**src/itoa_pkg.sv**
```systemverilog
// Shared types, format codes and character constants for the integer to ASCII block.
// No dependencies; imported by itoa_bcd and integer_to_ascii_digits.
package itoa_pkg;

	localparam int VALUE_W = 64;
	localparam int BCD_DIGITS = 20;
	localparam int BCD_W = 4 * BCD_DIGITS;
	localparam int HEX_DIGITS = VALUE_W / 4;

	typedef enum logic [1:0] {
		FMT_DEC   = 2'd0,
		FMT_UHEX  = 2'd1,
		FMT_LHEX  = 2'd2,
		FMT_PTR   = 2'd3
	} fmt_t;

	localparam logic [7:0] CHAR_ZERO  = 8'h30;
	localparam logic [7:0] CHAR_MINUS = 8'h2D;
	localparam logic [7:0] CHAR_X     = 8'h78;
	localparam logic [7:0] CHAR_UPPER_A = 8'h41;
	localparam logic [7:0] CHAR_LOWER_A = 8'h61;

	// Map one digit to its ASCII code; upper case only for the upper hex format
	function automatic logic [7:0] digit_char(input logic [3:0] d, input fmt_t fmt);
		logic [7:0] c;
		if (d < 4'd10) begin
			c = CHAR_ZERO + {4'd0, d};
		end else if (fmt == FMT_UHEX) begin
			c = CHAR_UPPER_A + {4'd0, d} - 8'd10;
		end else begin
			c = CHAR_LOWER_A + {4'd0, d} - 8'd10;
		end
		return c;
	endfunction

endpackage

```
**src/integer_to_ascii_digits.sv**
```systemverilog
// Top level: formats a 64-bit value as ASCII decimal, hex or pointer text.
// Depends on itoa_pkg and itoa_bcd.
//
// One item is handled at a time. A hex item is loaded on its input
// transfer and has 16 digit positions, each of which either drops a
// leading zero or sends a digit; the skip state then hands over to the
// emit state. The pointer form first sends the "0x" prefix. A decimal
// item is set by the bit-serial BCD converter, one magnitude bit per
// cycle, and its result is then taken. The minus sign is sent while
// the converter runs. The 20 BCD digit positions are then dropped or
// sent in the same way. The output register holds a finished character
// while the next input transfer is taken; a stall on the output side
// holds the prefix and digit emission.
module integer_to_ascii_digits
	import itoa_pkg::*;
(
	input  logic               clk,
	input  logic               arst_n,
	input  logic               in_valid,
	output logic               in_ready,
	input  logic [1:0]         op,
	input  logic [VALUE_W-1:0] value,
	output logic               out_valid,
	input  logic               out_ready,
	output logic [7:0]         out_char,
	output logic               last,
	output logic [31:0]        char_count
);

	localparam int REM_W = $clog2(BCD_DIGITS + 1);

	typedef enum logic [2:0] {
		ST_IDLE,
		ST_PREFIX,
		ST_CONV,
		ST_SKIP,
		ST_EMIT
	} state_t;

	state_t             state_q;
	fmt_t               fmt_q;
	logic [1:0]         pre_q;
	logic [BCD_W-1:0]   dig_q;
	logic [REM_W-1:0]   rem_q;
	logic               out_valid_q;
	logic [7:0]         out_char_q;
	logic               last_q;
	logic [31:0]        count_q;

	logic               in_xfer;
	logic               can_load;
	logic               load_out;
	logic [7:0]         load_char;
	logic               load_last;
	fmt_t               in_fmt;
	logic               neg;
	logic [VALUE_W-1:0] mag;
	logic               bcd_done;
	logic [BCD_W-1:0]   bcd;
	logic [3:0]         top_digit;

	assign in_fmt    = fmt_t'(op);
	assign in_ready  = (state_q == ST_IDLE);
	assign in_xfer   = in_valid && in_ready;
	assign can_load  = !out_valid_q || out_ready;
	assign neg       = (in_fmt == FMT_DEC) && value[VALUE_W-1];
	assign mag       = neg ? (~value + 1'b1) : value;
	assign top_digit = dig_q[BCD_W-1 -: 4];

	itoa_bcd u_bcd (
		.clk    (clk),
		.arst_n (arst_n),
		.start  (in_xfer && (in_fmt == FMT_DEC)),
		.mag    (mag),
		.done   (bcd_done),
		.bcd    (bcd)
	);

	// Pick the character for this cycle, if any
	always_comb begin
		load_out  = 1'b0;
		load_char = CHAR_ZERO;
		load_last = 1'b0;
		case (state_q)
			ST_PREFIX: begin
				load_out = can_load;
				if (fmt_q != FMT_PTR) begin
					load_char = CHAR_MINUS;
				end else if (pre_q == 2'd2) begin
					load_char = CHAR_ZERO;
				end else begin
					load_char = CHAR_X;
				end
			end
			ST_EMIT: begin
				load_out  = can_load;
				load_char = digit_char(top_digit, fmt_q);
				load_last = (rem_q == REM_W'(1));
			end
			default: begin
				load_out = 1'b0;
			end
		endcase
	end

	// Sequence prefix, conversion, zero skip and digit emission
	always_ff @(posedge clk or negedge arst_n) begin
		if (!arst_n) begin
			state_q <= ST_IDLE;
			fmt_q   <= FMT_DEC;
			pre_q   <= '0;
			rem_q   <= '0;
		end else begin
			case (state_q)
				ST_IDLE: begin
					if (in_xfer) begin
						fmt_q <= in_fmt;
						if (in_fmt == FMT_PTR) begin
							pre_q   <= 2'd2;
							state_q <= ST_PREFIX;
						end else if (neg) begin
							pre_q   <= 2'd1;
							state_q <= ST_PREFIX;
						end else if (in_fmt == FMT_DEC) begin
							state_q <= ST_CONV;
						end else begin
							state_q <= ST_SKIP;
						end
						if (in_fmt != FMT_DEC) begin
							rem_q <= REM_W'(HEX_DIGITS);
						end
					end
				end
				ST_PREFIX: begin
					if (can_load) begin
						pre_q <= pre_q - 2'd1;
						if (pre_q == 2'd1) begin
							state_q <= (fmt_q == FMT_DEC) ? ST_CONV : ST_SKIP;
						end
					end
				end
				ST_CONV: begin
					if (bcd_done) begin
						rem_q   <= REM_W'(BCD_DIGITS);
						state_q <= ST_SKIP;
					end
				end
				ST_SKIP: begin
					if (rem_q > REM_W'(1) && top_digit == 4'd0) begin
						rem_q <= rem_q - 1'b1;
					end else begin
						state_q <= ST_EMIT;
					end
				end
				ST_EMIT: begin
					if (can_load) begin
						rem_q <= rem_q - 1'b1;
						if (rem_q == REM_W'(1)) begin
							state_q <= ST_IDLE;
						end
					end
				end
				default: begin
					state_q <= ST_IDLE;
				end
			endcase
		end
	end

	// Load and shift the digit register, most significant digit on top
	always_ff @(posedge clk) begin
		if (in_xfer && (in_fmt != FMT_DEC)) begin
			dig_q <= {value, {(BCD_W - VALUE_W){1'b0}}};
		end else if (state_q == ST_CONV && bcd_done) begin
			dig_q <= bcd;
		end else if ((state_q == ST_SKIP && rem_q > REM_W'(1) && top_digit == 4'd0) ||
			(state_q == ST_EMIT && can_load)) begin
			dig_q <= {dig_q[BCD_W-5:0], 4'd0};
		end
	end

	// Hold the output register until its transfer, count every character, saturating
	always_ff @(posedge clk or negedge arst_n) begin
		if (!arst_n) begin
			out_valid_q <= 1'b0;
			count_q     <= '0;
		end else if (load_out) begin
			out_valid_q <= 1'b1;
			if (count_q != 32'hFFFF_FFFF) begin
				count_q <= count_q + 32'd1;
			end
		end else if (out_ready) begin
			out_valid_q <= 1'b0;
		end
	end

	always_ff @(posedge clk) begin
		if (load_out) begin
			out_char_q <= load_char;
			last_q     <= load_last;
		end
	end

	assign out_valid  = out_valid_q;
	assign out_char   = out_char_q;
	assign last       = last_q;
	assign char_count = count_q;

endmodule

```
**src/itoa_bcd.sv**
```systemverilog
// Bit-serial binary to BCD converter (shift and add three), one input bit per cycle.
// Depends on itoa_pkg for the value and BCD widths.
module itoa_bcd
	import itoa_pkg::*;
(
	input  logic               clk,
	input  logic               arst_n,
	input  logic               start,
	input  logic [VALUE_W-1:0] mag,
	output logic               done,
	output logic [BCD_W-1:0]   bcd
);

	localparam int CNT_W = $clog2(VALUE_W);

	logic [VALUE_W-1:0] sh_q;
	logic [BCD_W-1:0]   bcd_q;
	logic [CNT_W-1:0]   cnt_q;
	logic               busy_q;
	logic               done_q;
	logic [BCD_W-1:0]   adj;

	// Correct every digit that would pass nine after the next doubling
	always_comb begin
		for (int i = 0; i < BCD_DIGITS; i++) begin
			if (bcd_q[4*i +: 4] >= 4'd5) begin
				adj[4*i +: 4] = bcd_q[4*i +: 4] + 4'd3;
			end else begin
				adj[4*i +: 4] = bcd_q[4*i +: 4];
			end
		end
	end

	// Shift one magnitude bit into the BCD register per cycle
	always_ff @(posedge clk or negedge arst_n) begin
		if (!arst_n) begin
			busy_q <= 1'b0;
			done_q <= 1'b0;
			cnt_q  <= '0;
		end else if (start) begin
			busy_q <= 1'b1;
			done_q <= 1'b0;
			cnt_q  <= '0;
		end else if (busy_q) begin
			cnt_q <= cnt_q + 1'b1;
			if (cnt_q == CNT_W'(VALUE_W - 1)) begin
				busy_q <= 1'b0;
				done_q <= 1'b1;
			end
		end
	end

	always_ff @(posedge clk) begin
		if (start) begin
			sh_q  <= mag;
			bcd_q <= '0;
		end else if (busy_q) begin
			sh_q  <= {sh_q[VALUE_W-2:0], 1'b0};
			bcd_q <= {adj[BCD_W-2:0], sh_q[VALUE_W-1]};
		end
	end

	assign done = done_q;
	assign bcd  = bcd_q;

endmodule
```
**config.mk**
```make
export PLATFORM = sky130hd
export DESIGN_NAME = integer_to_ascii_digits
export DESIGN_NICKNAME = d
export VERILOG_FILES = /design/src/itoa_pkg.sv /design/src/integer_to_ascii_digits.sv /design/src/itoa_bcd.sv
export SDC_FILE = /design/constraint.sdc
export NUM_CORES = 1
export LEC_CHECK = 0
export BUFFER_PORTS_ARGS = -buffer_cell sky130_fd_sc_hd__buf_2
export CORE_ASPECT_RATIO = 0.8
export CORE_UTILIZATION = 40
export DETAILED_ROUTE_END_ITERATION = 10
export PLACE_DENSITY = 0.56
export SLEW_MARGIN = 15
export SYNTH_ARGS = -nofsm -noshare
export SYNTH_HDL_FRONTEND = slang
export SYNTH_SLANG_ARGS = --single-unit
```
**constraint.sdc**
```tcl
create_clock -name clk -period 4.4 [get_ports clk]
set_input_delay 0.44 -clock clk [delete_from_list [all_inputs] [get_ports clk]]
set_output_delay 0.44 -clock clk [all_outputs]
set_load 0.03 [all_outputs]
```
==> summary.md, run 1 <==
| Metric | Value |
|---|---|
| Largest cells by area after synthesis | `edfxtp_1 (27%), dfxtp_1 (13%), dfrtp_1 (8.6%)` |
| Port Buf Inserts | `approximately 110` |
| Most numerous cell in the Yosys netlist | `nand2_1` |
| Post_cts resized | `0` |
| Hold_ws | `~0.17 ns` |
| Remaining DRCs | `0` |
| # clock sinks | `about 290` |
| Worst setup path class | `flop to flop` |
| TritonCTS clock tree | `built` |
| Iter 0 DRT Violations | `approximately 850` |
| Max-Cap Viols | `0` |
| RSZ-0062 raised after global routing | `no` |
| Placed Area | `16400 um^2` |
| # nets final | `1824` |
| Via count | `around 12000` |
| Routed len/inst | `about 17 um` |
| Achievable frequency | `roughly 330 MHz` |
| Synth Area in Adders | `around 4.0%` |
| Mux cell area share after synthesis | `6.73%` |
| Final clock skew | `0.0181 ns` |
| Core Footprint | `37400 um^2` |
| Root buf cell | `clkbuf_16` |
| Synth Flop Type | `edfxtp_1` |
| Vias in the first global route | `between 10000 and 15000` |
| Share of cells above drive strength 1 | `11.8%` |
| Area Growth Syn to Fin | `13.7%` |
| Cell count after synthesis | `approximately 1600` |
| GP Congestion | `approximately 0.89` |
| GRT overflow | `0` |
| Crit-path cells | `nor3_2 > nand3_4 > nand2_2 > buf_4` |
| Routed vias/inst | `around 5.4` |
| Max Root-Sink Buffers | `3` |
| Initial core utilization | `between 40% and 50%` |
| Pwr Density | `around 720 nW/um^2` |
| Fin util | `46.7%` |
| Synth cell types | `between 60 and 70` |
| GRT Total Usage | `about a fifth` |
| Hold crit path type | `primary input to flop` |
| Layout Cells excl Fill | `approximately 2200` |
| Routed WL | `~38000 um` |
| CP max-delay cell | `buf_4` |
| CP startpoint kind | `flop` |
| Required time worst endpoint | `roughly 4.6 ns` |
| Final setup TNS | `0 ns` |
| CTS Buf Count | `31` |
| Post-synth top cells | `nand2_1 (210), o21ai_0 (192), nor2_1 (148)` |
| Clock slew seen by the registers of the worst setup and hold paths | `approximately 0.07 ns` |
| Max_slew headroom | `23.8%` |
| Num rows | `between 60 and 70` |
| Period utilisation layout | `between 60% and 70%` |
| Worst IR Drop VDD | `roughly 0.31 mV` |
| Register area share after synthesis | `a little under half` |
| Largest net degree at the start of global routing | `~140` |
| Slew Limit Fails | `0` |
| Compound-Gate Fraction of Synth Area | `around 14%` |
| Syn Area/Cell | `9.44 um^2` |
| Worst Tran Pin Value | `1.14 ns` |
| Placed cells | `about 2200` |
| Post-CTS setup buffer count | `0` |
| DIE WIDTH | `around 220 um` |
| Synth top area share | `26.6%` |
| Leading area contributor after synthesis | `edfxtp_1` |
| Synthesized Nets | `1747` |
| Cell area after layout | `roughly 17000 um^2` |
| CP Capture Type | `flop` |
| Clk Latency, worst-skew pair | `0.57 ns` |
| Final Hold Vio Count | `0` |
| Final setup vio count | `0` |
| Htree depth | `1` |
| Die ar. | `39200 um^2` |
| DP HPWL | `25700 um` |
| Status | `finished clean` |
| First-pass GRT wire length | `~61000 um` |
| CP peak stage delay | `around 0.75 ns` |
| Lkg Pwr | `about 7 nW` |
| Critical path arrival | `between 3 and 4 ns` |
| Post-synthesis simple-gate area fraction | `16.8%` |
| Max FO, Critical Path | `73` |
| Die Y | `~180 um` |
| Synth warnings | `0` |
| Final min period | `3.00 ns` |
| Yosys reg bits | `285` |
| Dominant combinational cell family by area after synthesis | `simple AND/OR/NAND/NOR gates` |
| XOR/XNOR Fraction of Synth Area | `6.84%` |
| EDFF count, synth | `about 140` |
| Syn Std Cell Area | `15400 um^2` |
| IO Pins | `between 100 and 150` |
| Drt first pass iters | `7` |
| ANT nets after route | `0` |
| Initial antenna violation count | `0` |
| Asr flop ratio synth | `a little under a fifth` |
[worst max-delay path, delay by kind of cell (launching register included)]
kind / cells / cell delay, ns
AND/OR/NAND/NOR: 3 / 1.26
buffers and inverters: 1 / 0.75
flip-flops: 1 / 0.55
[placed cells by master (no fill, tap or decap), types with 4 or more instances in the layout]
| master | netlist | layout |
|---|---|---|
| nor3b_1 | 17 | 17 |
| a22o_1 | 4 | 4 |
| and4_1 | 4 | 4 |
| nor2_1 | 148 | 147 |
| clkbuf_1 | 73 | 5 |
| inv_1 | 53 | 52 |
| nand4_1 | 21 | 21 |
| o21ai_1 | 16 | 16 |
| and3_1 | 8 | 8 |
| nor2b_1 | 5 | 5 |
| ha_1 | 49 | 49 |
| xnor2_1 | 73 | 73 |
| diode_2 | 0 | 5 |
| o41ai_2 | 4 | 4 |
| o41ai_1 | 4 | 4 |
| clkinv_2 | 0 | 9 |
| nor4_1 | 13 | 13 |
| a21oi_1 | 103 | 103 |
| clkbuf_8 | 0 | 8 |
| buf_4 | 1 | 12 |
| a31oi_1 | 9 | 9 |
| o31ai_1 | 10 | 10 |
| buf_2 | 8 | 111 |
| or4_1 | 7 | 7 |
| dfxtp_1 | 96 | 96 |
| o21ai_0 | 192 | 192 |
| xor2_1 | 47 | 47 |
| mux2i_1 | 100 | 100 |
| a211oi_1 | 30 | 30 |
| dfrtp_1 | 53 | 52 |
| buf_12 | 0 | 4 |
| nor3_1 | 20 | 19 |
| clkbuf_16 | 0 | 31 |
| nand2b_1 | 25 | 25 |
| nand2_1 | 210 | 209 |
| nand3_1 | 38 | 37 |
| edfxtp_1 | 136 | 136 |
| or3_1 | 7 | 7 |
[cell type report]
class / instances / area [um^2]
sequential: 285 / 7340
timing repair buffer: 128 / 736
tap: 487 / 609
clock inverter: 13 / 120
multi-input combinational: 1206 / 7550
clock buffer: 44 / 905
fill: 3514 / 20000
inverter: 53 / 199
antenna: 5 / 12.5
[kinds of logic (layout without fill, tap and decap cells)]
kind of cell,Yosys count,after routing
and+or+nand+nor,544,544
AOI/OAI and AO/OA,389,389
DFF,285,285
buffers and inverters,137,238
xor gates and xnor gates,120,120
muxes,103,103
adders and majority gates,49,49
other,1,6
[routing by layer]
layer | GRT usage (%) | up-vias | wire length [um]
li1 | - | 5940 | -
met1 | 27.9 | 5696 | 18800
met2 | 30.5 | 280 | 16700
met3 | 2.91 | 53 | 2010
met4 | 4.37 | 0 | 731
met5 | 0 | - | 0
[repair_timing]
item                                    CTS  global route
endpoints found under the hold margin    26             0
endpoints found under the setup margin    0             0
hold buffers                              1             0
[sequential cells by signal, indices dropped and copies added (netlist names)]
| register | cells |
|---|---|
| dig_q | 80 |
| u_bcd.bcd | 80 |
| u_bcd.sh_q | 64 |
| char_count | 32 |
| out_char | 7 |
| u_bcd.cnt_q | 6 |
| rem_q | 5 |
| state_q | 3 |
| fmt_q | 2 |
| pre_q | 2 |
| last | 1 |
| out_valid | 1 |
| u_bcd.busy_q | 1 |
| u_bcd.done | 1 |
[through the flow]
step | power, mW | setup WS (ns)
2_1_floorplan | 8.69 | 0.482
3_3_place_gp | 9.88 | 1.35
3_5_place_dp | 10.0 | 1.33
4_1_cts | 12.7 | 1.39
5_1_grt | 13.6 | 1.15
6_report | 12.6 | 1.40
[worst paths after layout]
check	start	to	slack [ns]	cells past startpoint
worst max-delay path	state_q[0]	u_bcd.sh_q[0]	1.40	4
worst min-delay path	op[1]	fmt_q[1]	0.17	2
worst max register to register	state_q[0]	u_bcd.sh_q[0]	1.40	4
worst min register to register	dig_q[0]	dig_q[0]	0.48	1
max in group asynchronous	arst_n	u_bcd.busy_q	3.15	3
min in group asynchronous	arst_n	char_count[31]	0.41	2
[report_power, final]
part / total, mW / leakage, nW / switching [mW] / internal, mW
combinational: 4.76 / 3.45 / 2.88 / 1.89
clock: 2.65 / 0.517 / 1.11 / 1.54
sequential: 5.17 / 2.84 / 0.829 / 4.35
total: 12.6 / 6.80 / 4.82 / 7.77
Note: power is estimated with default switching activity, not from simulation.
==> run 2, diff against run 1 <==
==> constraint.sdc (replaced) <==
create_clock -name clk -period 2.8 [get_ports clk]
set_input_delay 0.28 -clock clk [delete_from_list [all_inputs] [get_ports clk]]
set_output_delay 0.28 -clock clk [all_outputs]
set_load 0.03 [all_outputs]
==> run 2 against run 1 <==
Compared with the run above:
- flip-flop and latch count is the same
- core utilization grew 0.47 points
- power grew 57%
- combinational power grew 62%
- register-to-register slack lost 1.1 ns
- first-iteration DRC count shrank 2.5%
- clock-buffer cell count grew 7
- clock skew grew 0.0027 ns
- critical path type unchanged
==> summary.md, run 2 (same netlist as run 1, synthesis figures left out) <==
| Metric | Value |
|---|---|
| Setup WS pre-CTS | `0.0185 ns (-1.31 ns)` |
| Final clock skew | `0.0208 ns (+0.00269 ns)` |
| Num rows | `63 (unchanged)` |
| Max-Cap Viols | `0 (unchanged)` |
| FF-to-FF path depth | `7 (+3)` |
| Switching power | `7.54 mW (+56%)` |
| Hold Crit Start | `op[0]` |
| CP startpoint kind | `flop` |
| Reg2reg start | `rem_q[0]` |
| Layout Cells excl Fill | `2238 (+0.77%)` |
| Clock network power share | `19.9% (-1.2 points)` |
| Share of cells above drive strength 1 | `12.8% (+0.96 points)` |
| Number of fill cells | `3525 (+0.31%)` |
| FF-to-FF setup slack | `0.31 ns (-1.08 ns)` |
| Iter 0 DRT Violations | `825 (-2.5%)` |
| Pint | `12.2 mW (+57%)` |
| Post_cts resized | `0 (unchanged)` |
| TritonCTS clock tree | `built` |
| Critical path arrival | `2.81 ns (-0.37 ns)` |
| # clock sinks | `285 (unchanged)` |
| Slew Limit Fails | `0 (unchanged)` |
| CP peak stage delay | `0.46 ns (-0.29 ns)` |
| Largest net degree at the start of global routing | `141 (unchanged)` |
| CTS Buf Count | `30 (-3.2%)` |
| Power consumption | `19.7 mW (+57%)` |
| Htree depth | `1 (unchanged)` |
| Worst Tran Pin Value | `0.981 ns (-0.162 ns)` |
| Hold-fix buffer count after cts | `1 (unchanged)` |
| Endpoint, Worst Hold | `fmt_q[0]` |
| Post-CTS setup buffer count | `0 (unchanged)` |
| GRT overflow | `0 (unchanged)` |
| Most frequent cells in the layout | `nand2_1 (208), o21ai_0 (191), nor2_1 (146)` |
| Final setup vio count | `0 (unchanged)` |
| Achievable frequency | `402 MHz (+21%)` |
| Final Hold Vio Count | `0 (unchanged)` |
| Remaining DRCs | `0 (unchanged)` |
| DP HPWL | `26500 um (+3.5%)` |
| Max_slew headroom | `34.6% (+11 points)` |
| Lkg Pwr | `6.88 nW (+1.1%)` |
| Placed cells | `2178 (+0.93%)` |
| DIE WIDTH | `221 um (unchanged)` |
| Max Root-Sink Buffers | `3 (unchanged)` |
| Placed Area | `16700 um^2 (+1.5%)` |
| Sequential power share | `41.0% (about the same)` |
| Initial core utilization | `41.0% (unchanged)` |
| CP Capture Type | `flop` |
| Flip-flop and latch area | `7340 um^2 (unchanged)` |
| Status | `finished clean` |
| Max FO, Critical Path | `12 (-84%)` |
| RSZ-0062 raised after global routing | `no` |
| Crit-path cells | `ha_1 > o21bai_2 > a2111oi_4 > a211o_1 > nor2_4 > clkinvlp_4 > buf_4` |
| Worst IR Drop VDD | `0.515 mV (+65%)` |
| GRT Total Usage | `19.7% (+0.35 points)` |
| Via count | `12000 (-0.033%)` |
| Clk Latency, worst-skew pair | `0.57 ns (about the same)` |
| GP Congestion | `0.832 (-6.1%)` |
| Vias in the first global route | `11600 (+4.9%)` |
| Final min period | `2.49 ns (-0.517 ns)` |
| Hold crit path type | `primary input to flop` |
| Port Buf Inserts | `111 (unchanged)` |
| Die ar. | `39200 um^2 (unchanged)` |
| ANT nets after route | `0 (unchanged)` |
| Clock slew seen by the registers of the worst setup and hold paths | `0.06 ns (about the same)` |
| # nets final | `1843 (+1.0%)` |
| Gate power share | `39.1% (+1.3 points)` |
| Period utilisation layout | `88.8% (+21 points)` |
| Routed WL | `38000 um (-0.52%)` |
| Worst hold path depth | `2 (unchanged)` |
| Area Growth Syn to Fin | `14.8%` |
| Most common cell after layout, fill and taps aside | `nand2_1` |
| Routed vias/inst | `5.35 (-0.79%)` |
| Switch share | `38.2% (-0.041 points)` |
| Drt first pass iters | `5 (-2)` |
| Required time worst endpoint | `3.12 ns (-1.46 ns)` |
| IO Pins | `113 (unchanged)` |
| Root buf cell | `clkbuf_16` |
| CP max-delay cell | `dfrtp_1` |
| First-pass GRT wire length | `62400 um (+2.1%)` |
| Die Y | `177 um (unchanged)` |
| Fin worst setup slack | `0.314 ns (-1.08 ns)` |
| Cell area after layout | `17600 um^2 (+1.0%)` |
| Initial antenna violation count | `2 (+2)` |
| Worst setup path class | `flop to flop` |
| Core Footprint | `37400 um^2 (unchanged)` |
| Multi-input logic area | `7590 um^2 (+0.56%)` |
| Routed len/inst | `17.0 um (-1.3%)` |
| R2r endpoint | `dig_q[43]` |
| Pwr Density | `1120 nW/um^2 (+55%)` |
-- run 2: cell types whose count changed in the layout (fill, tap and decap cells not counted), moves of 2 or more --
cell / previous run / this run
inv_1: 52 / 50
clkbuf_2: 0 / 2
clkbuf_8: 8 / 6
bufinv_16: 2 / 0
clkbuf_1: 5 / 11
diode_2: 5 / 3
buf_12: 4 / 8
clkinv_2: 9 / 5
buf_4: 12 / 28
-- run 2: worst max path at each step --
stage                     slack, ns              to      start  depth (start not counted)
after floorplan               -0.02        rem_q[2]   rem_q[0]                          9
after global placement         0.11  u_bcd.sh_q[48]  value[22]                          7
after detailed placement       0.02  u_bcd.sh_q[48]  value[22]                          7
after CTS                      0.33       dig_q[49]  dig_q[77]                          8
after global routing           0.17       dig_q[43]  dig_q[77]                          8
final                          0.31       dig_q[43]   rem_q[0]                          7
-- run 2: area by class of cell --
class | count | area share (%)
inverter | 53 | 1.15
antenna | 3 | 0.0425
tap | 487 | 3.45
multi-input combinational | 1206 | 43.0
clock inverter | 5 | 0.142
sequential | 285 | 41.6
clock buffer | 51 | 5.30
timing repair buffer | 148 | 5.30
-- run 2: power groups by stage --
stage,Combinational (mW),Sequential (mW),Clock [mW]
global route,8.85,8.34,4.19
global placement,7.51,8.12,0
finish,7.70,8.09,3.92
floorplan,5.78,7.92,0
detailed placement,7.76,8.16,0
CTS,7.80,8.09,4.03
-- run 2: through the flow --
| step | hold WS (ns) | setup TNS (ns) | util, % |
|---|---|---|---|
| after floorplan | -0.0156 | -0.0170 | - |
| after global placement | 0.468 | 0 | 44.5 |
| after detailed placement | 0.461 | 0 | 44.5 |
| after CTS | 0.0125 | 0 | 47.1 |
| after global routing | 0.0449 | 0 | 47.1 |
| final | 0.0447 | 0 | 47.1 |
-- run 2: critical path: cells and delay by family (launching register included) --
kind / cells / cell delay [ns]
buffers and inverters: 2 / 0.69
AO/OA/AOI/OAI: 3 / 0.54
flip-flops: 1 / 0.46
AND/OR/NAND/NOR: 1 / 0.32
adder cells (fa/ha/maj): 1 / 0.22
-- run 2: metal layers --
layer	GRT usage [%]	wire (um)	share of wire (%)	up-vias
li1	-	-	-	5972
met1	27.6	18300	48	5687
met2	32.0	17300	45	254
met3	2.95	1680	4.4	52
met4	4.40	744	2.0	0
met5	0	0	0	-
==> run 3, diff against run 2 <==
--- a/config.mk
+++ b/config.mk
@@ -5,6 +5,7 @@
 export SDC_FILE = /design/constraint.sdc
 export NUM_CORES = 1
 export LEC_CHECK = 0
+export ABC_AREA = 1
 export BUFFER_PORTS_ARGS = -buffer_cell sky130_fd_sc_hd__buf_2
 export CORE_ASPECT_RATIO = 0.8
 export CORE_UTILIZATION = 40
==> run 3 against run 2 <==
Compared with the run above:
- wire length is 20% higher
- largest power group is now combinational cells
- maximum frequency is 1.2% lower
- register-to-register slack worse by 0.03 ns
==> summary.md, run 3 <==
| Metric | Value |
|---|---|
| Status | `finished clean` |
| Number of fill cells | `4065 (+15%)` |
| Yosys reg bits | `285 (unchanged)` |
| Hold-fix buffer count after cts | `1 (unchanged)` |
| Final setup TNS | `0 ns (unchanged)` |
| Num rows | `66 (+4.8%)` |
| Syn Std Cell Area | `16800 um^2 (+9.2%)` |
| Iter 0 DRT Violations | `1268 (+54%)` |
| CP max-delay cell | `dfrtp_1` |
| Achievable frequency | `397 MHz (-1.2%)` |
| CP Capture Type | `flop` |
| Worst IR Drop VDD | `0.686 mV (+33%)` |
| Final min period | `2.52 ns (+0.0303 ns)` |
| Period utilisation layout | `89.9% (+1.1 points)` |
| ANT nets after route | `0 (unchanged)` |
| Initial antenna violation count | `1 (-1)` |
| Post-CTS setup buffer count | `0 (unchanged)` |
| Max_slew headroom | `50.9% (+16 points)` |
| Leading area contributor after synthesis | `edfxtp_1` |
| Core Footprint | `41000 um^2 (+9.6%)` |
| Largest cells by area after synthesis | `edfxtp_1 (24%), nand2_1 (13%), dfxtp_1 (11%)` |
| DIE WIDTH | `231 um (+4.5%)` |
| Clock slew seen by the registers of the worst setup and hold paths | `0.06 ns (about the same)` |
| Synth Flop Type | `edfxtp_1` |
| Lkg Pwr | `8.04 nW (+17%)` |
| Worst Tran Pin Value | `0.730 ns (-0.251 ns)` |
| Crit-path cells | `inv_1 > ha_1 > o21ai_0 > nand3_1 > nand2_2 > inv_2 > nand2_2 > inv_2 > nand2_2 > buf_12` |
| Port Buf Inserts | `111 (unchanged)` |
| # clock sinks | `285 (unchanged)` |
| DP HPWL | `33500 um (+26%)` |
| Routed len/inst | `16.2 um (-4.6%)` |
| Slew Limit Fails | `0 (unchanged)` |
| Max FO, Critical Path | `38 (+26)` |
| Root buf cell | `clkbuf_16` |
| Routed WL | `45800 um (+20%)` |
| Register area share after synthesis | `43.7% (-4.0 points)` |
| Synth top area share | `24.3% (-2.2 points)` |
| Post_cts resized | `0 (unchanged)` |
| CP peak stage delay | `0.38 ns (-0.08 ns)` |
| First-pass GRT wire length | `73300 um (+17%)` |
| Area Growth Syn to Fin | `13.3%` |
| Max Root-Sink Buffers | `3 (unchanged)` |
| CTS Buf Count | `34 (+13%)` |
| CP startpoint kind | `flop` |
| Initial core utilization | `40.9% (-0.16 points)` |
| Syn Area/Cell | `7.76 um^2 (-18%)` |
| Asr flop ratio synth | `18.6% (unchanged)` |
| Fin worst setup slack | `0.284 ns (-0.0303 ns)` |
| GP Congestion | `0.936 (+13%)` |
| EDFF count, synth | `136 (unchanged)` |
| Crit path top cell by count | `nand2_2` |
| GRT overflow | `0 (unchanged)` |
| IO Pins | `113 (unchanged)` |
| Most frequent cells in the layout | `nand2_1 (580), o21ai_0 (281), nor2_1 (211)` |
| Max-Cap Viols | `0 (unchanged)` |
| Clk Latency, worst-skew pair | `0.52 ns (-0.05 ns)` |
| GRT Total Usage | `21.5% (+1.9 points)` |
| TritonCTS clock tree | `built` |
| Most common cell after layout, fill and taps aside | `nand2_1` |
| Share of cells above drive strength 1 | `11.5% (-1.2 points)` |
| Synth warnings | `0 (unchanged)` |
| Via count | `14600 (+22%)` |
| Required time worst endpoint | `2.99 ns (-0.13 ns)` |
| Critical path arrival | `2.70 ns (-0.11 ns)` |
| Largest net degree at the start of global routing | `141 (unchanged)` |
| Final clock skew | `0.0284 ns (+0.00756 ns)` |
| Cell count after synthesis | `2164 (+33%)` |
| Htree depth | `2 (+1)` |
| Die ar. | `42800 um^2 (+9.1%)` |
| RSZ-0062 raised after global routing | `no` |
| Hold crit path type | `primary input to flop` |
| Final setup vio count | `0 (unchanged)` |
| Most numerous cell in the Yosys netlist | `nand2_1` |
| Worst setup path class | `flop to flop` |
| Routed vias/inst | `5.18 (-3.1%)` |
| Final Hold Vio Count | `0 (unchanged)` |
| Post-synth top cells | `nand2_1 (580), o21ai_0 (281), nor2_1 (211)` |
| Synth cell types | `49 (-23%)` |
| Vias in the first global route | `13800 (+19%)` |
| # nets final | `2377 (+29%)` |
| Drt first pass iters | `6 (+1)` |
| Pwr Density | `1060 nW/um^2 (-5.3%)` |
| Synthesized Nets | `2283 (+31%)` |
| Setup WS pre-CTS | `0.386 ns (+0.367 ns)` |
| Die Y | `185 um (+4.4%)` |
| Remaining DRCs | `0 (unchanged)` |
==> run 3: final timing paths <==
check                               from            end  slack, ns  cells past startpoint
worst max-delay path            rem_q[1]      dig_q[16]       0.28                     10
worst min-delay path               op[1]       fmt_q[1]       0.04                      3
worst max register to register  rem_q[1]      dig_q[16]       0.28                     10
worst min register to register  dig_q[3]       dig_q[3]       0.48                      2
max in group asynchronous         arst_n  char_count[6]       1.85                      3
min in group asynchronous         arst_n  char_count[8]       0.35                      2
==> run 3: layout make-up <==
class / count / area, um^2 / share of cell area, %
Timing Repair Buffer: 139 / 918 / 4.83
Multi-Input combinational cell: 1581 / 8140 / 42.8
Inverter: 217 / 823 / 4.33
Clock buffer: 49 / 962 / 5.06
Tap cell: 544 / 681 / 3.58
Clock inverter: 10 / 155 / 0.816
Antenna cell: 1 / 2.50 / 0.0132
Sequential cell: 285 / 7330 / 38.6
==> run 3: power by group <==
| group | internal, mW | switching, mW |
|---|---|---|
| registers | 6.70 | 0.965 |
| logic | 2.80 | 5.14 |
| clock network | 2.76 | 1.76 |
| total | 12.3 | 7.87 |
==> run 3: kinds of logic (layout without fill, tap and decap cells) <==
| kind of cell | Yosys count | after routing | share of synthesized area, % |
|---|---|---|---|
| simple gates | 1015 | 1015 | 25.8 |
| compound gates | 437 | 437 | 14.8 |
| buf+inv | 298 | 415 | 7.90 |
| flops | 285 | 285 | 43.7 |
| xor+xnor | 79 | 79 | 4.12 |
| fa+ha+maj | 49 | 49 | 3.65 |
| other cells | 1 | 2 | 0.0223 |
==> run 3: critical path, delay by kind of cell, from the launching register on <==
family / cells / cell delay (ns)
compound gates: 1 / 0.24
buf+inv: 4 / 0.56
fa+ha+maj: 1 / 0.19
simple gates: 4 / 0.79
flops: 1 / 0.38
==> run 3: stage by stage <==
step / area [um^2] / std cells / utilization (%) / hold slack (ns) / power (mW)
floorplan: 16800 / 2164 / - / -0.0156 / 13.7
global placement: 17900 / 2765 / 43.6 / 0.355 / 15.5
detailed placement: 17900 / 2765 / 43.6 / 0.365 / 15.7
CTS: 19000 / 2825 / 46.3 / 0.00649 / 20.3
global route: 19000 / 2825 / 46.3 / 0.0273 / 21.7
finish: 19000 / 2826 / 46.3 / 0.0372 / 20.1
==> run 3: layer usage <==
metal	part of all wire, %	up-vias	global-route usage (%)
li1	-	7383	-
met1	50	6864	31.6
met2	43	333	32.7
met3	5.1	59	3.46
met4	1.9	0	5.48
met5	0	-	0
